==> config.mk <==
export PLATFORM = sky130hd
export DESIGN_NAME = fwbs_mac
export DESIGN_NICKNAME = d
export VERILOG_FILES = /design/src/sv/fwbs_pkg.sv /design/src/sv/fwbs_mac.sv
export SDC_FILE = /design/constraint.sdc
export NUM_CORES = 1
export LEC_CHECK = 0
export ABC_AREA = 1
export BUFFER_PORTS_ARGS = -buffer_cell sky130_fd_sc_hd__buf_2
export CORE_ASPECT_RATIO = 0.7
export CORE_UTILIZATION = 40
export CTS_BUF_LIST = sky130_fd_sc_hd__clkbuf_8
export DETAILED_ROUTE_END_ITERATION = 7
export PLACE_DENSITY = 0.59
export SLEW_MARGIN = 30
export SYNTH_ARGS = -nofsm -noshare
export SYNTH_HDL_FRONTEND = slang
export SYNTH_SLANG_ARGS = --single-unit
==> constraint.sdc <==
create_clock -name clk -period 12.5 [get_ports clk]
set_clock_uncertainty 0.2 [all_clocks]
set_input_delay 1.25 -clock clk [delete_from_list [all_inputs] [get_ports clk]]
set_output_delay 1.25 -clock clk [all_outputs]
set_load 0.01 [all_outputs]
==> src/sv/fwbs_pkg.sv <==
package fwbs_pkg;

	localparam int MAX_WIDTH_C  = 256;
	localparam int MAX_HEIGHT_C = 256;
	localparam int MAX_WINDOW_C = 4;

	localparam int POS_W      = 8;
	localparam int PIX_W      = 16;
	localparam int FLOW_W     = 16;
	localparam int FRAC_W     = 8;
	localparam int COORD_W    = 9;
	localparam int CFG_W      = 9;
	localparam int IDX_W      = 2;
	localparam int WIN_W      = 3;
	localparam int WGT_W      = 17;
	localparam int SAMPLE_W   = 28;
	localparam int IN_DATA_W  = 64;
	localparam int OUT_DATA_W = 48;

	localparam logic [CFG_W-1:0] WIDTH_RST  = 9'd256;
	localparam logic [CFG_W-1:0] HEIGHT_RST = 9'd256;
	localparam logic [WIN_W-1:0] WINDOW_RST = 3'd1;

	localparam logic signed [63:0] OUT_MAX = 64'sd134217727;
	localparam logic signed [63:0] OUT_MIN = -64'sd134217728;

	typedef enum logic {
		OP_WRITE  = 1'b0,
		OP_SAMPLE = 1'b1
	} opcode_t;

	typedef enum logic [IDX_W-1:0] {
		REG_WIDTH  = 2'd0,
		REG_HEIGHT = 2'd1,
		REG_WINDOW = 2'd2
	} reg_index_t;

	typedef enum logic [2:0] {
		ST_IDLE,
		ST_SETUP,
		ST_RUN,
		ST_DRAIN,
		ST_DONE
	} state_t;

	typedef struct packed {
		logic [COORD_W-1:0] w_m1;
		logic [COORD_W-1:0] h_m1;
		logic [WIN_W-1:0]   k_m1;
	} geom_t;

	typedef struct packed {
		logic             clear;
		logic             issue;
		logic [WGT_W-1:0] weight;
	} mac_cmd_t;

endpackage

==> src/sv/fwbs_mac.sv <==
module fwbs_mac #(
	parameter int MAX_WINDOW = 4,
	localparam int PROD_W = 34,
	localparam int ACC_W  = PROD_W + 2 + 2 * $clog2(MAX_WINDOW),
	localparam int QW     = ACC_W - 8
) (
	input  logic                          clk,
	input  logic                          arst_n,
	input  fwbs_pkg::mac_cmd_t            cmd,
	input  logic [fwbs_pkg::PIX_W-1:0]    pix,
	output logic                          busy,
	output logic [fwbs_pkg::SAMPLE_W-1:0] result
);
	import fwbs_pkg::*;

	localparam logic signed [QW-1:0] QMAX = QW'(OUT_MAX);
	localparam logic signed [QW-1:0] QMIN = QW'(OUT_MIN);

	logic                     valid_s1;
	logic                     valid_s2;
	logic [WGT_W-1:0]         weight_s1;
	logic signed [PROD_W-1:0] prod_s2;
	logic signed [ACC_W-1:0]  acc_q;
	logic signed [WGT_W:0]    wsig;
	logic signed [PIX_W-1:0]  psig;
	logic signed [QW-1:0]     quot;
	logic signed [QW-1:0]     sat;

	assign wsig = $signed({1'b0, weight_s1});
	assign psig = $signed(pix);

	always_ff @(posedge clk or negedge arst_n) begin
		if (!arst_n) begin
			valid_s1 <= 1'b0;
			valid_s2 <= 1'b0;
		end else begin
			valid_s1 <= cmd.issue;
			valid_s2 <= valid_s1;
		end
	end

	always_ff @(posedge clk) begin
		weight_s1 <= cmd.weight;
		prod_s2   <= wsig * psig;
		if (cmd.clear) begin
			acc_q <= '0;
		end else if (valid_s2) begin
			acc_q <= acc_q + ACC_W'(prod_s2);
		end
	end

	always_comb begin
		quot = acc_q[ACC_W-1:FRAC_W];
		if (quot > QMAX) begin
			sat = QMAX;
		end else if (quot < QMIN) begin
			sat = QMIN;
		end else begin
			sat = quot;
		end
	end

	assign busy   = valid_s1 | valid_s2;
	assign result = sat[SAMPLE_W-1:0];

endmodule

* Word level (Yosys, flattened, before mapping) *
Cells that the tools add are included.

word-level totals
  flip-flop bits (word level) = 93
  input port bits = 37

operators by class
  $add $sub $neg = 1
  multipliers = 1
  order comparisons = 2
  muxes and demuxes = 2
  bitwise gates (word level) = 1

operator list
  cell                                                              count
  2-to-1 mux 28 bit                                                 2
  adder 40 x 34 -> 40 bit                                           1
  multiplier 18 x 16 -> 34 bit                                      1
  greater-than comparator 32 x 28 -> 1 bit (second input constant)  1
  less-than comparator 32 x 28 -> 1 bit (second input constant)     1
  bitwise OR 1 bit                                                  1

* Depth between registers and ports, before layout *
  depth after elaboration = 3
  depth in mapped cells = 28
  mapped depth without buffers = 26

* Worst setup path after synthesis *
OpenSTA, ideal clock, no wires.

  kind = input to register
  from = input port pix[9] (netlist name)
  to = register prod_s2[23]
  arrival = 6.246 ns
  data required time = 12.177 ns
  path slack = 5.931 ns
  stages = 21
  path buffers = 2
  path through = clkbuf_1 -> clkbuf_1 -> nand2_1 -> fa_1 -> inv_1 -> fa_1 -> inv_1 -> fa_1 -> inv_1 -> fa_1 -> fa_1 -> inv_1 -> fa_1 -> inv_1 -> ha_1 -> nand2_1 -> nor2_1 -> inv_1 -> o21bai_1 -> a21oi_1 -> xor2_1

between the ends
  word-level cells in the longest chain between the ends = 1

RTL lines
  element                       RTL line        RTL
  start, declared               fwbs_mac.sv:10  input logic [fwbs_pkg::PIX_W-1:0] pix,
  multiplier 18 x 16 -> 34 bit  fwbs_mac.sv:44  prod_s2 <= wsig * psig;
  end signal, assigned          fwbs_mac.sv:44
  end, declared                 fwbs_mac.sv:22  logic signed [PROD_W-1:0] prod_s2;

Every way passes these cells.
A chain may end at the register's enable or synchronous reset.

* Worst setup path after layout *
  from = input port pix[15] (netlist name)
  to = register prod_s2[28]

Same word-level chain as after synthesis.

==> reports/qor.yml <==
die_w_um: 237
cts_tree: "built"
ys_types: 39
synth-async-reset-ratio_pct: 2.15
status: "completed"
vias_per_cell: 4.87
path_class: "input port to flip-flop"
io_pins: 66
antenna_found_initial: 0
avgSynthCellArea_um2: 7.01
final_common_cell: "inv_1"
crit_path_max_fanout: 18
coreArea_um2: 37600
initial_utilization_pct: 41.2
fmax_mhz: 149
area_growth_pct: 5.85
dpl_cell_area_um2: 16200
post-cts-setup-buffers: 0
cp.required_ps: 12640
setup_viol: 0
post-dp-hpwl_mm: 35.1
top_usage_layer: "met2"
wl_mm: 41.8
grt_max_degree: 48
min_period_ps: 6720
hold_buffers: 0
yosysTopAreaCell: "fa_1"
num-nets-final: 2626
clkSlewWorstSetupHoldPaths_ps: 110
drc_errors: 0
setup_tns_ps: 0
diodes: 0
cp-end-kind: "flip-flop"
hold_ws_ps: 177
hold_path_class: "flip-flop to flip-flop"
post_drt_wl_per_cell_um: 15.4
cts_buffers: 9
finalWorstSetupSlack_ps: 5780
first_iter_violations: 1039
overflow: 0
startpoint_type: "input port"
ant_nets: 0
final_cell_mix: "inv_1, nand2_1, fa_1, ha_1, nor2_1"
ys_seq_area_share_pct: 12.1
clkLatencyLatePin_ps: 430
grt_setup_unrepaired: "no"
synth-main-ff-cell: "dfxtp_1"
cap_viol_max_count: 0
place_ws_ps: 5370
synth_top_area_share_pct: 27.0
postCtsResizedCells: 0
synth_cells: 2211
ys_top_cells_by_area: "fa_1, inv_1, nand2_1"
drive_above_1_share_pct: 6.08
num_vias: 13194
cts-root-buf: "clkbuf_8"
clockBufferDepth: 2
finalMaxSlewViolations: 0
tightestPinTransition_ps: 993
grt_pass1_wl_mm: 70.6
synth-edff-count: 0
portBuffers: 65
synth_nets: 2620
syn_area_um2: 15500
grt_use_met2_pct: 34.5
design_area_um2: 16400
htree_levels: 3
use_met1_pct: 33.9
grtUsageTotal_pct: 22.7
synth_seq_cells: 93
rows: 59
cts_num_sinks: 93
grt_pass1_vias: 13803
critPathArrivalTime_ps: 6860
hold_viol: 0
slew_headroom_pct: 33.7
grt_use_met3_pct: 3.43
synth_warnings: 0
gp_congestion: 0.894
finalCritPeriodShare_pct: 53.8
dr.pass1.iters: 5
die_y_um: 167
die-area_um2: 39600
state kept, by name (all words and copies together), names as in the netlist:
signal	count
acc_q	40
prod_s2	34
weight_s1	17
valid_s1	1
valid_s2	1
cell families after synthesis:
group,synth area share [%]
xor+xnor,2.88
simple gates,21.4
flops,12.1
fa+ha+maj,40.1
compound gates,7.36
buf+inv,16.2
final cells by class:
| class | count | area, um2 |
|---|---|---|
| Fill cell | 4032 | 21200 |
| Multi-Input combinational cell | 1449 | 11100 |
| Inverter | 593 | 2230 |
| Sequential cell | 93 | 1870 |
| Tap cell | 488 | 611 |
| Timing Repair Buffer | 71 | 370 |
| Clock buffer | 10 | 138 |
| Clock inverter | 6 | 58.8 |
cells in the mapped netlist, drive strengths merged, types with 8 or more instances:
cell type  instances
ha               163
o21bai             8
a21oi            106
xnor2             12
o21ai             91
nor2             141
inv              593
nor3              12
nand3             72
nand2            570
dfxtp             91
clkbuf            72
xor2              39
fa               209
or2                9
worst max-delay path, stage by stage:
cell	delay [ps]
buf_2	100
inv_1	450
nor2_1	150
fa_1	540
fa_1	520
fa_1	510
fa_1	510
fa_1	540
inv_1	50
fa_1	520
inv_1	40
ha_1	360
nand2_1	110
nor2_1	150
inv_1	120
nor3_1	370
nand3_1	170
nand3_1	160
xor2_1	220
routing by layer:
metal	share of wire, %	wire [um]	vias up
met5	0	0	-
met4	1.3	554	0
met3	6.3	2620	35
met2	42	17400	354
met1	51	21200	6310
li1	-	-	6495
metrics by stage:
step	util (%)	cells
2_1_floorplan	-	2211
3_3_place_gp	43.1	2694
3_5_place_dp	43.1	2694
4_1_cts	43.6	2710
5_1_grt	43.6	2710
6_report	43.6	2710
worst paths after layout:
check	from	to	slack [ps]	cells past startpoint
min in group asynchronous	arst_n	valid_s1	390	1
max in group asynchronous	arst_n	valid_s2	11620	1
min	valid_s1	valid_s2	180	0
min reg2reg	valid_s1	valid_s2	180	0
max reg2reg	weight_s1[8]	prod_s2[28]	6130	18
max	pix[15]	prod_s2[28]	5780	19
Power is not shown: default switching activity piles up to over one toggle a cycle in this logic, so the estimate is an artifact.
