`src/sv/fwbs_pkg.sv`:
```
package fwbs_pkg;

	localparam int MAX_WIDTH_C  = 256;
	localparam int MAX_HEIGHT_C = 256;
	localparam int MAX_WINDOW_C = 4;

	localparam int POS_W      = 8;
	localparam int PIX_W      = 16;
	localparam int FLOW_W     = 16;
	localparam int FRAC_W     = 8;
	localparam int COORD_W    = 9;
	localparam int CFG_W      = 9;
	localparam int IDX_W      = 2;
	localparam int WIN_W      = 3;
	localparam int WGT_W      = 17;
	localparam int SAMPLE_W   = 28;
	localparam int IN_DATA_W  = 64;
	localparam int OUT_DATA_W = 48;

	localparam logic [CFG_W-1:0] WIDTH_RST  = 9'd256;
	localparam logic [CFG_W-1:0] HEIGHT_RST = 9'd256;
	localparam logic [WIN_W-1:0] WINDOW_RST = 3'd1;

	localparam logic signed [63:0] OUT_MAX = 64'sd134217727;
	localparam logic signed [63:0] OUT_MIN = -64'sd134217728;

	typedef enum logic {
		OP_WRITE  = 1'b0,
		OP_SAMPLE = 1'b1
	} opcode_t;

	typedef enum logic [IDX_W-1:0] {
		REG_WIDTH  = 2'd0,
		REG_HEIGHT = 2'd1,
		REG_WINDOW = 2'd2
	} reg_index_t;

	typedef enum logic [2:0] {
		ST_IDLE,
		ST_SETUP,
		ST_RUN,
		ST_DRAIN,
		ST_DONE
	} state_t;

	typedef struct packed {
		logic [COORD_W-1:0] w_m1;
		logic [COORD_W-1:0] h_m1;
		logic [WIN_W-1:0]   k_m1;
	} geom_t;

	typedef struct packed {
		logic             clear;
		logic             issue;
		logic [WGT_W-1:0] weight;
	} mac_cmd_t;

endpackage

```
`src/sv/fwbs_ctrl.sv`:
```
module fwbs_ctrl #(
	parameter int MAX_WIDTH  = 256,
	parameter int MAX_HEIGHT = 256,
	parameter int MAX_WINDOW = 4,
	localparam int AW = $clog2(MAX_WIDTH * MAX_HEIGHT),
	localparam int OW = (MAX_WINDOW > 1) ? $clog2(MAX_WINDOW) : 1
) (
	input  logic                            clk,
	input  logic                            arst_n,
	input  logic                            s_tvalid,
	output logic                            s_tready,
	input  logic                            s_tuser,
	input  logic [fwbs_pkg::IN_DATA_W-1:0]  s_tdata,
	input  fwbs_pkg::geom_t                 geom,
	input  logic                            out_free,
	output logic                            load,
	output logic [fwbs_pkg::POS_W-1:0]      out_x,
	output logic [fwbs_pkg::POS_W-1:0]      out_y,
	output logic                            store_we,
	output logic [AW-1:0]                   store_addr,
	output logic [fwbs_pkg::PIX_W-1:0]      store_wdata,
	output fwbs_pkg::mac_cmd_t              mac_cmd,
	input  logic                            mac_busy
);
	import fwbs_pkg::*;

	state_t state_q;
	state_t state_d;

	logic [POS_W-1:0]         in_x;
	logic [POS_W-1:0]         in_y;
	logic [PIX_W-1:0]         in_pix;
	logic [FLOW_W-1:0]        in_fx;
	logic [FLOW_W-1:0]        in_fy;

	logic [POS_W-1:0]         px_q;
	logic [POS_W-1:0]         py_q;
	logic [FLOW_W-1:0]        fx_q;
	logic [FLOW_W-1:0]        fy_q;
	logic [COORD_W-1:0]       xl_q;
	logic [COORD_W-1:0]       xr_q;
	logic [COORD_W-1:0]       yt_q;
	logic [COORD_W-1:0]       yb_q;
	logic [FRAC_W-1:0]        a_q;
	logic [FRAC_W-1:0]        b_q;
	logic [1:0]               corner_q;
	logic [OW-1:0]            ox_q;
	logic [OW-1:0]            oy_q;

	logic signed [17:0]       xf;
	logic signed [17:0]       yf;
	logic signed [10:0]       xi;
	logic signed [10:0]       yi;
	logic [COORD_W-1:0]       xl_d;
	logic [COORD_W-1:0]       xr_d;
	logic [COORD_W-1:0]       yt_d;
	logic [COORD_W-1:0]       yb_d;

	logic [OW-1:0]            k_m1;
	logic [COORD_W-1:0]       col_base;
	logic [COORD_W-1:0]       row_base;
	logic [COORD_W:0]         col_sum;
	logic [COORD_W:0]         row_sum;
	logic [COORD_W-1:0]       col;
	logic [COORD_W-1:0]       row;
	logic [COORD_W-1:0]       wa;
	logic [COORD_W-1:0]       wb;
	logic [2*COORD_W-1:0]     wprod;
	logic [AW-1:0]            rd_addr;
	logic [AW-1:0]            wr_addr;
	logic                     wr_ok;
	logic                     last_tap;
	logic                     accept;

	function automatic logic [COORD_W-1:0] clamp_coord(input logic signed [10:0] v,
			input logic [COORD_W-1:0] hi);
		logic [COORD_W-1:0] r;
		if (v < 11'sd0) begin
			r = '0;
		end else if (v > $signed({2'b00, hi})) begin
			r = hi;
		end else begin
			r = v[COORD_W-1:0];
		end
		return r;
	endfunction

	assign in_x   = s_tdata[7:0];
	assign in_y   = s_tdata[15:8];
	assign in_pix = s_tdata[31:16];
	assign in_fx  = s_tdata[47:32];
	assign in_fy  = s_tdata[63:48];

	assign xf   = $signed({2'b00, px_q, 8'h00}) + $signed({{2{fx_q[FLOW_W-1]}}, fx_q});
	assign yf   = $signed({2'b00, py_q, 8'h00}) + $signed({{2{fy_q[FLOW_W-1]}}, fy_q});
	assign xi   = {xf[17], xf[17:8]};
	assign yi   = {yf[17], yf[17:8]};
	assign xl_d = clamp_coord(xi, geom.w_m1);
	assign xr_d = clamp_coord(xi + 11'sd1, geom.w_m1);
	assign yt_d = clamp_coord(yi, geom.h_m1);
	assign yb_d = clamp_coord(yi + 11'sd1, geom.h_m1);

	assign k_m1     = OW'(geom.k_m1);
	assign col_base = corner_q[0] ? xr_q : xl_q;
	assign row_base = corner_q[1] ? yb_q : yt_q;
	assign col_sum  = {1'b0, col_base} + (COORD_W + 1)'(ox_q);
	assign row_sum  = {1'b0, row_base} + (COORD_W + 1)'(oy_q);
	assign col      = (col_sum > {1'b0, geom.w_m1}) ? geom.w_m1 : col_sum[COORD_W-1:0];
	assign row      = (row_sum > {1'b0, geom.h_m1}) ? geom.h_m1 : row_sum[COORD_W-1:0];
	assign wa       = corner_q[0] ? {1'b0, a_q} : 9'd256 - {1'b0, a_q};
	assign wb       = corner_q[1] ? {1'b0, b_q} : 9'd256 - {1'b0, b_q};
	assign wprod    = wa * wb;
	assign rd_addr  = AW'(row) * AW'(MAX_WIDTH) + AW'(col);
	assign wr_addr  = AW'(in_y) * AW'(MAX_WIDTH) + AW'(in_x);
	assign wr_ok    = ({1'b0, in_x} <= geom.w_m1) && ({1'b0, in_y} <= geom.h_m1);
	assign last_tap = (corner_q == 2'd3) && (ox_q == k_m1) && (oy_q == k_m1);
	assign accept   = s_tvalid && s_tready;

	always_ff @(posedge clk or negedge arst_n) begin
		if (!arst_n) begin
			state_q <= ST_IDLE;
		end else begin
			state_q <= state_d;
		end
	end

	always_comb begin
		state_d        = state_q;
		s_tready       = 1'b0;
		load           = 1'b0;
		store_we       = 1'b0;
		store_addr     = rd_addr;
		mac_cmd.clear  = 1'b0;
		mac_cmd.issue  = 1'b0;
		mac_cmd.weight = wprod[WGT_W-1:0];
		case (state_q)
			ST_IDLE: begin
				s_tready   = 1'b1;
				store_addr = wr_addr;
				if (s_tvalid) begin
					if (s_tuser == OP_SAMPLE) begin
						state_d = ST_SETUP;
					end else begin
						store_we = wr_ok;
					end
				end
			end
			ST_SETUP: begin
				mac_cmd.clear = 1'b1;
				state_d       = ST_RUN;
			end
			ST_RUN: begin
				mac_cmd.issue = 1'b1;
				if (last_tap) begin
					state_d = ST_DRAIN;
				end
			end
			ST_DRAIN: begin
				if (!mac_busy) begin
					state_d = ST_DONE;
				end
			end
			ST_DONE: begin
				if (out_free) begin
					load    = 1'b1;
					state_d = ST_IDLE;
				end
			end
			default: begin
				state_d = ST_IDLE;
			end
		endcase
	end

	always_ff @(posedge clk) begin
		if (accept) begin
			px_q <= in_x;
			py_q <= in_y;
			fx_q <= in_fx;
			fy_q <= in_fy;
		end
		if (state_q == ST_SETUP) begin
			xl_q     <= xl_d;
			xr_q     <= xr_d;
			yt_q     <= yt_d;
			yb_q     <= yb_d;
			a_q      <= xf[FRAC_W-1:0];
			b_q      <= yf[FRAC_W-1:0];
			corner_q <= 2'd0;
			ox_q     <= '0;
			oy_q     <= '0;
		end else if (state_q == ST_RUN) begin
			corner_q <= corner_q + 2'd1;
			if (corner_q == 2'd3) begin
				if (ox_q == k_m1) begin
					ox_q <= '0;
					oy_q <= oy_q + OW'(1);
				end else begin
					ox_q <= ox_q + OW'(1);
				end
			end
		end
	end

	assign store_wdata = in_pix;
	assign out_x       = px_q;
	assign out_y       = py_q;

endmodule

```
`config.mk`:
```
export PLATFORM = sky130hd
export DESIGN_NAME = fwbs_ctrl
export DESIGN_NICKNAME = d
export VERILOG_FILES = /design/src/sv/fwbs_pkg.sv /design/src/sv/fwbs_ctrl.sv
export SDC_FILE = /design/constraint.sdc
export NUM_CORES = 1
export LEC_CHECK = 0
export BUFFER_PORTS_ARGS = -buffer_cell sky130_fd_sc_hd__clkbuf_2
export CAP_MARGIN = 0
export CORE_UTILIZATION = 40
export CTS_CLUSTER_SIZE = 10
export DETAILED_ROUTE_END_ITERATION = 16
export SLEW_MARGIN = 20
export SYNTH_ARGS = -nofsm -noshare
export SYNTH_HDL_FRONTEND = slang
export SYNTH_SLANG_ARGS = --single-unit
```
`constraint.sdc`:
```
create_clock -name clk -period 12.8 [get_ports clk]
set_input_delay 2.56 -clock clk [delete_from_list [all_inputs] [get_ports clk]]
set_output_delay 2.56 -clock clk [all_outputs]
set_load 0.03 [all_outputs]
```
* Word-level counts from Yosys, hierarchy flattened *
Index checks and enable logic that the tools add are counted.

cells by class
  equality and inequality tests = 12
  bitwise gates (word level) = 0
  magnitude comparators = 12
  multiply operators = 1
  muxes and demuxes = 26
  div/mod/pow operators = 0
  $add $sub $neg = 13
  reductions and logical operators = 8
  shift operators = 0

operators by type and width
  operator                 count
  $mux W9                  9
  $add A17 B16 Y18         2
  $add A10 B2 Y11 const B  2
  $gt A11 B10 Y1           2
  $lt A11 B1 Y1 const B    2
  $add A9 B2 Y10           2
  $gt A10 B10 Y1           2
  $gt A10 B9 Y1            2
  $lt A10 B1 Y1 const B    2
  $le A8 B9 Y1             2
  $sub A9 B8 Y9 const A    2
  $mul A9 B9 Y17           1
  $add A16 B8 Y16          1
  $add A16 B9 Y16          1
  $mux W16                 1
  $mux W3                  5
  $pmux W3 S5              1
  $ne A2 B2 Y1 const B     5
  $mux W1                  8
  $mux W8                  1
  $add A2 B1 Y2 const B    3
  $eq A3 B2 Y1 const B     2
  $reduce_and A5 Y1        1
  $eq A2 B2 Y1             2
  8 further kinds          11

word-level totals
  bits in read-only memories = 0
  bits in latches = 0
  bits of input ports = 91
  register bits = 109
  bits in writable memories = 0
  logic and storage cells = 86
  output and inout port bits = 70
  memories = 0

* Depth between registers and ports, before layout *
Gate-level depths: netlist of the first run.

  word-level depth = 6
  mapped depth = 25
  depth with buffers taken out = 24

* Worst setup path after synthesis of the first run *
OpenSTA, ideal clock, no wires.

  path kind = input-to-output
  from = in geom[10] (netlist bit)
  to = out store_addr[14]
  setup slack = 4270 ps
  arrival = 5970 ps
  required time = 10240 ps
  stages = 15
  cell sequence = inv_1 > ha_1 > a2111oi_0 > o221ai_1 > a2bb2oi_1 > buf_2 > buf_1 > mux2_2 > ha_1 > ha_1 > nand3_1 > mux2i_1 > o21ai_0 > xnor2_1 > o21ai_0

on the way
  longest elaborated chain between the ends = 4

RTL lines
  what                line              text
  start: declaration  fwbs_ctrl.sv:14   input fwbs_pkg::geom_t geom,
  $gt A10 B9 Y1       fwbs_ctrl.sv:109  assign row = (row_sum > {1'b0, geom.h_m1}) ? geom.h_m1 : row_sum[COORD_W-1:0];
  $mux W8             fwbs_ctrl.sv:109
  $add A16 B9 Y16     fwbs_ctrl.sv:113  assign rd_addr = AW'(row) * AW'(MAX_WIDTH) + AW'(col);
  $mux W16            fwbs_ctrl.sv:136  case (state_q)
  end: declaration    fwbs_ctrl.sv:20   output logic [AW-1:0] store_addr,

Every way passes these cells.

==> flow_summary.ini, run 1 <==
[synthesis]
synth-simple-area-share = 0.154
synth_mux_area_frac = 0.0486
synthAdderAreaFrac = 0.252
syn_area_mm2 = 0.0109
yosysWarnings = 0
ys_seq_area_frac = 0.294
ys_seq_elements = 109
synth_edf_count = 100
synth_compound_area_frac = 0.118
synth_cell_type_count = 78
synth-xor-area-share = 0.0708
ys.flop_type = edfxtp_1
syn_inst = 1135
synth_top_family_by_area = adder cells
synthesis.nets = 1414
avgSynthCellArea_um2 = 9.60
synthArstFlopShare = 0.0275

[finish]
drive_gt1_frac = 0.148
finish.net_count = 1520
n_antenna_cell = 0
multi_input_area_mm2 = 0.00702
regArea_mm2 = 0.00320
final_common_cell = ha_1
area_growth_pct = 11.2
fillers = 2591
layout_common_cells = ha_1, nor2_1, clkbuf_2

[floorplan]
rows = 60
die_y_um = 167
die_area_mm2 = 0.0279
start_util = 0.406
fp.dieW_um = 167
io_pins = 161
core-area_mm2 = 0.0268

[global_routing]
overflow = 0
antenna_found_initial = 0
track_usage = 0.183
grt_pass1_wl_um = 40900
grt_pass1_vias = 8276
grt_max_degree = 60

[job]
drv_cap = 0

[timing]
post-route-period-util = 0.713
period_minus_slack_ns = 9.12
slew_viol_final = 0
worst_pin_slew_ns = 1.00
finClkSkew_ns = 0.00610
relSlewSlack = 0.329
final-hold-violation-count = 0
grt_setup_unrepaired = false
fmax_mhz = 110
fin_tns_setup_ns = 0
setup-violations-final = 0

[clock_network]
cts.clk_slew.worst_paths_ns = 0.08
cts_made_buffers = 9
htreeDepth = 3
postCtsResizedCells = 0
hold_buffers = 0
tritoncts = done
clockBufferDepth = 2
root_buffer = clkbuf_16
cts_sinks = 109
clock_latency_ns = 0.36
cts_setup_buffers = 0

[drt]
post_drt_wl_per_cell_um = 15.5
routed_wl_um = 24500
first_pass_iters = 5
drc = 0
num_vias = 8272
via_per_inst = 5.21
antenna_left = 0
initialDrtViolationCount = 421

[placement]
io_buffers = 127
hpwl_um = 19900
gp_congestion = 0.904

[hold_path]
hold_path.class = reg -> reg

[setup_path]
worst-endpoint-arrival_ns = 6.56
start_kind = flip-flop
path_class = reg -> out
cp.required_ns = 10.24
end_kind = output pin
rrSetupSlack_ns = 8.21
cp_max_fo = 9

[outcome]
status = completed
[metrics by stage]
stage | utilization | instance area [um2] | cells | hold slack, ns | setup slack [ns]
6_report | 0.452 | 12100 | 1587 | 0.423 | 3.68
5_1_grt | 0.452 | 12100 | 1587 | 0.432 | 3.23
4_1_cts | 0.452 | 12100 | 1587 | 0.426 | 3.62
3_5_place_dp | 0.440 | 11800 | 1571 | 0.405 | 3.95
3_3_place_gp | 0.440 | 11800 | 1571 | 0.404 | 3.91
2_1_floorplan | - | 10900 | 1135 | 0.400 | 4.27
[final timing paths]
| check | cells past startpoint | to | startpoint |
|---|---|---|---|
| max | 20 | mac_cmd[16] | b_q[0] |
| min | 0 | a_q[4] | fx_q[4] |
| max reg2reg | 14 | xr_q[1] | out_x[0] |
| min reg2reg | 0 | a_q[4] | fx_q[4] |
| max in group asynchronous | 1 | state_q[2] | arst_n |
| min in group asynchronous | 1 | state_q[0] | arst_n |
[cell type report]
| class | instances | area share |
|---|---|---|
| clock buffer | 9 | 0.0186 |
| multi-input combinational | 865 | 0.580 |
| sequential | 109 | 0.264 |
| inverter | 122 | 0.0378 |
| tap | 341 | 0.0352 |
| clock inverter | 7 | 0.00754 |
| timing repair buffer | 134 | 0.0568 |
[flip-flops by register name (all words and copies together), names as in the netlist, 3 cells and up]
name     count
fx_q        16
fy_q        16
xl_q         9
xr_q         9
yb_q         9
yt_q         9
a_q          8
b_q          8
out_x        8
out_y        8
state_q      3
[cells by family after synthesis]
family	after synthesis
XOR/XNOR	82
multiplexers	52
flip-flops	109
buffers and inverters	161
AND/OR/NAND/NOR	353
adder cells (fa/ha/maj)	188
AO/OA/AOI/OAI	190
[layer usage]
layer / up-vias / wire length, um / GRT usage
met5: - / 0 / 0
met1: 3891 / 11100 / 0.233
met2: 194 / 11700 / 0.316
met3: 35 / 1130 / 0.0245
met4: 0 / 572 / 0.0692
li1: 4152 / - / -
[critical path: stages, from the launching register on]
cell	delay, ns
edfxtp_1	0.52
inv_1	0.21
ha_1	0.23
or3b_2	0.48
nor2b_1	0.16
xnor2_1	0.63
nand2b_1	0.21
fa_1	0.45
fa_1	0.54
inv_1	0.05
fa_1	0.53
inv_1	0.05
fa_1	0.52
inv_1	0.04
ha_1	0.34
a21o_1	0.19
a31o_2	0.26
a41oi_1	0.28
a21oi_1	0.12
xnor2_1	0.16
clkbuf_2	0.23
[Yosys cell counts (10+ instances only)]
library cell    n  area share
nand3_1        21      0.0096
a21o_1         15       0.010
xnor2_1        49       0.039
mux2i_1        45       0.041
xor2_1         29       0.023
a21oi_1        55       0.025
nand2_1        84       0.029
fa_1           53       0.097
nor2_1        128       0.044
ha_1          135        0.16
o21ai_0        38       0.017
buf_4          17       0.012
inv_1         121       0.042
edfxtp_1      100        0.28
nand2b_1       17      0.0098
nor3_1         20      0.0092
a211oi_1       10      0.0069
nand4_1        20       0.011
o21a_1         21       0.014
nor2b_1        22       0.013
clkbuf_1       12      0.0041
Power of run 1 is left out: the tool's default activity adds up to more than one toggle a clock period on the data nets, which glitch-free logic cannot reach.
==> inputs of run 2 (changes only) <==
- clock period: 12.8 -> 9.6 ns (I/O delays scaled with it)
==> run 2 against run 1 <==
  * Final area fell by 0.14%
  * Worst setup slack lost 2.5 ns
  * Non-clock buffer count stayed put
  * Final cell count unchanged
  * Critical path type unchanged
  * Critical endpoint unchanged
==> flow_summary.ini, run 2 (synthesized netlist as in run 1, its figures left out) <==
[outcome]
status = completed

[timing]
slew_viol_final = 0
period_minus_slack_ns = 8.45
worst_pin_slew_ns = 1.01
finClkSkew_ns = 0.00966
fin_tns_setup_ns = 0
setup-violations-final = 0
post-route-period-util = 0.880
fmax_mhz = 118
final-hold-violation-count = 0
relSlewSlack = 0.323
grt_setup_unrepaired = false

[floorplan]
fp.dieW_um = 167
die_y_um = 167
io_pins = 161
rows = 60
start_util = 0.406
die_area_mm2 = 0.0279
core-area_mm2 = 0.0268

[global_routing]
antenna_found_initial = 0
grt_pass1_vias = 8164
overflow = 0
grt_max_degree = 60
grt_pass1_wl_um = 40300
track_usage = 0.180

[clock_network]
clock_latency_ns = 0.36
cts_sinks = 109
hold_buffers = 0
cts.clk_slew.worst_paths_ns = 0.08
tritoncts = done
clockBufferDepth = 2
htreeDepth = 3
postCtsResizedCells = 0
cts_setup_buffers = 0
root_buffer = clkbuf_16
cts_made_buffers = 9

[drt]
post_drt_wl_per_cell_um = 15.3
initialDrtViolationCount = 411
num_vias = 8249
via_per_inst = 5.20
antenna_left = 0
first_pass_iters = 5
drc = 0
routed_wl_um = 24300

[setup_path]
start_kind = flip-flop
cp_max_fo = 9
cp.required_ns = 7.68
end_kind = output pin
worst-endpoint-arrival_ns = 6.53
path_class = reg -> out
rr_worst_depth = 14

[hold_path]
hold_path.class = reg -> reg
min_path_cells = 0

[job]
drv_cap = 0

[finish]
final_cell_area_mm2 = 0.0121
regArea_mm2 = 0.00320
area_growth_pct = 11.0
fillers = 2590
largest_registers = fx_q x16, fy_q x16
multi_input_area_mm2 = 0.00702
n_antenna_cell = 0
drive_gt1_frac = 0.148
finish.net_count = 1520
final_common_cell = ha_1
layout_common_cells = ha_1, nor2_1, clkbuf_2

[placement]
postPlaceCellArea_mm2 = 0.0118
io_buffers = 127
gp_congestion = 0.884
hpwl_um = 19700
-- run 2: cell types whose count changed in the layout (fill, tap and decap cells not counted) --
cell      change
clkinv_4      +2
clkinv_8      -1
inv_12        -1
inv_6         +1
inv_8         -1
-- run 2: layout make-up --
| class | instances | share of cell area |
|---|---|---|
| multi-input cells | 865 | 0.581 |
| flip-flops and latches | 109 | 0.265 |
| repair buffers | 134 | 0.0569 |
| well taps | 341 | 0.0353 |
| clock inverters | 7 | 0.00611 |
| clock buffers | 9 | 0.0186 |
| inverters | 122 | 0.0379 |
-- run 2: worst paths after layout --
kind                           from          end  slack [ns]
max                          b_q[0]  mac_cmd[16]        1.15
min                         fx_q[4]       a_q[4]        0.42
max reg2reg                out_x[0]      xr_q[1]        5.02
min reg2reg                 fx_q[4]       a_q[4]        0.42
max in group asynchronous    arst_n   state_q[1]        8.15
min in group asynchronous    arst_n   state_q[0]        1.34
-- run 2: critical path, stage by stage (launching register included) --
cell and delay (ns):
edfxtp_1 0.52, inv_1 0.21, ha_1 0.23, or3b_2 0.48, nor2b_1 0.15, xnor2_1 0.63
nand2b_1 0.21, fa_1 0.45, fa_1 0.55, inv_1 0.05, fa_1 0.53, inv_1 0.05
fa_1 0.52, inv_1 0.04, ha_1 0.33, a21o_1 0.19, a31o_2 0.26, a41oi_1 0.27
a21oi_1 0.12, xnor2_1 0.15, clkbuf_2 0.22
-- run 2: through the flow --
| step | utilization | hold WS, ns | setup slack [ns] | cells |
|---|---|---|---|---|
| after CTS | 0.451 | 0.424 | 1.10 | 1587 |
| after floorplan | - | 0.400 | 1.91 | 1135 |
| after global routing | 0.451 | 0.429 | 0.722 | 1587 |
| after detailed placement | 0.440 | 0.405 | 1.50 | 1571 |
| final | 0.451 | 0.422 | 1.15 | 1587 |
| after global placement | 0.440 | 0.403 | 1.53 | 1571 |
-- run 2: metal layers --
layer	GRT usage	wire length, um
met2	0.303	11400
met3	0.0269	1140
met1	0.236	11300
met4	0.0608	490
met5	0	0
Power of run 2 is left out for the same reason.
==> inputs of run 3 (changes only) <==
- CELL_PAD_IN_SITES_DETAIL_PLACEMENT: not set -> 1
- CELL_PAD_IN_SITES_GLOBAL_PLACEMENT: not set -> 1
- PLACE_DENSITY_LB_ADDON: not set -> 0.1
==> run 3 against run 2 <==
  * Via count rose by 1.7%
  * Worst setup slack lost 0.069 ns
  * Critical path depth is the same
  * Largest cell class unchanged
  * Final area is essentially flat
  * Register-to-register slack worse by 0.06 ns
  * Fmax shrank 0.81%
==> flow_summary.ini, run 3 (synthesized netlist as in run 1, its figures left out) <==
[finish]
layout_common_cells = ha_1, nor2_1, clkbuf_2
fillers = 3110
multi_input_area_mm2 = 0.00702
area_growth_pct = 11.1
n_antenna_cell = 0
drive_gt1_frac = 0.150
finish.net_count = 1524
final_common_cell = ha_1
largest_registers = fx_q x16, fy_q x16
regArea_mm2 = 0.00320

[setup_path]
slowest_delay_ns = 0.66
path_class = reg -> out
crit_chain = inv_1, ha_1, or3b_2, nor2b_1, xnor2_1, nand2b_1, fa_1, fa_1, inv_1, fa_1, inv_1, fa_1, inv_1, ha_1, a21o_1, a31o_2, a41oi_1, a21oi_1, xnor2_1, clkbuf_2
worst-endpoint-arrival_ns = 6.60
slowest_stage = xnor2_1
cp_max_fo = 9
r2r_start = out_y[0]
start_kind = flip-flop
r2r-end = yb_q[1]
rr_worst_depth = 17
cp.required_ns = 7.68
rrSetupSlack_ns = 4.96
end_kind = output pin

[hold_path]
hold_path.class = reg -> reg
hold_start = fy_q[2]
holdPathEnd = b_q[2]
min_path_cells = 0

[timing]
fin_tns_setup_ns = 0
finClkSkew_ns = 0.00778
setup-violations-final = 0
grt_setup_unrepaired = false
post-route-period-util = 0.887
final-hold-violation-count = 0
period_minus_slack_ns = 8.52
relSlewSlack = 0.350
fmax_mhz = 117
slew_viol_final = 0
worst_pin_slew_ns = 0.968

[global_routing]
met3_usage = 0.0233
gr-max-usage-layer = met2
grt_pass1_wl_um = 45700
grt_pass1_vias = 8930
antenna_found_initial = 0
use_met1 = 0.261
track_usage = 0.207
grt_util_met2 = 0.374
overflow = 0
grt_max_degree = 49

[drt]
drc = 0
antenna_left = 0
via_per_inst = 5.28
post_drt_wl_per_cell_um = 17.3
routed_wl_um = 27600
num_vias = 8389
initialDrtViolationCount = 255
first_pass_iters = 4

[clock_network]
cts.clk_slew.worst_paths_ns = 0.08
tritoncts = done
htreeDepth = 3
hold_buffers = 0
cts_sinks = 109
root_buffer = clkbuf_16
cts_made_buffers = 9
clock_latency_ns = 0.35
postCtsResizedCells = 0
clockBufferDepth = 2
cts_setup_buffers = 0

[placement]
hpwl_um = 23000
gp_congestion = 0.835
io_buffers = 127

[floorplan]
core-area_mm2 = 0.0268
rows = 60
start_util = 0.406
io_pins = 161
fp.dieW_um = 167
die_area_mm2 = 0.0279
die_y_um = 167

[outcome]
status = completed

[job]
drv_cap = 0
run 3: cell count changes in the layout (fill, tap and decap cells not counted), sizes merged:
cell / delta
inv: -1
clkinvlp: +1
clkinv: -1
buf: +4
run 3: metrics by stage:
step / util / instance area (um2) / setup WS, ns / hold WS [ns] / instances
floorplan: - / 10900 / 1.91 / 0.400 / 1135
global placement: 0.441 / 11800 / 1.47 / 0.405 / 1575
detailed placement: 0.441 / 11800 / 1.40 / 0.406 / 1575
CTS: 0.452 / 12100 / 1.01 / 0.425 / 1590
global route: 0.452 / 12100 / 0.717 / 0.430 / 1590
finish: 0.452 / 12100 / 1.08 / 0.424 / 1590
run 3: layout make-up:
| class | count | area share |
|---|---|---|
| Clock buffer | 9 | 0.0186 |
| Clock inverter | 6 | 0.00465 |
| Timing Repair Buffer | 138 | 0.0593 |
| Tap cell | 341 | 0.0353 |
| Inverter | 122 | 0.0378 |
| Sequential cell | 109 | 0.264 |
| Multi-Input combinational cell | 865 | 0.580 |
run 3: worst max path at each step:
| stage | slack [ns] | to | start |
|---|---|---|---|
| floorplan | 1.91 | store_addr[14] | corner_q[1] |
| detailed placement | 1.40 | mac_cmd[16] | b_q[0] |
| global placement | 1.47 | mac_cmd[16] | b_q[0] |
| finish | 1.08 | mac_cmd[16] | b_q[0] |
| global route | 0.72 | mac_cmd[16] | b_q[0] |
| CTS | 1.01 | mac_cmd[16] | b_q[0] |
run 3: routing by layer:
layer,wire (um),vias up
met5,0,-
met4,312,0
met3,843,18
met2,14000,133
met1,12400,4078
li1,-,4160
run 3: worst max-delay path, delay by kind of cell, from the launching register on:
| kind | cells | cell delay [ns] |
|---|---|---|
| adders and majority gates | 6 | 2.58 |
| AOI/OAI and AO/OA | 4 | 0.90 |
| and+or+nand+nor | 3 | 0.86 |
| xor gates and xnor gates | 2 | 0.81 |
| buffers and inverters | 5 | 0.55 |
| DFF | 1 | 0.53 |
Power of run 3 is left out for the same reason.
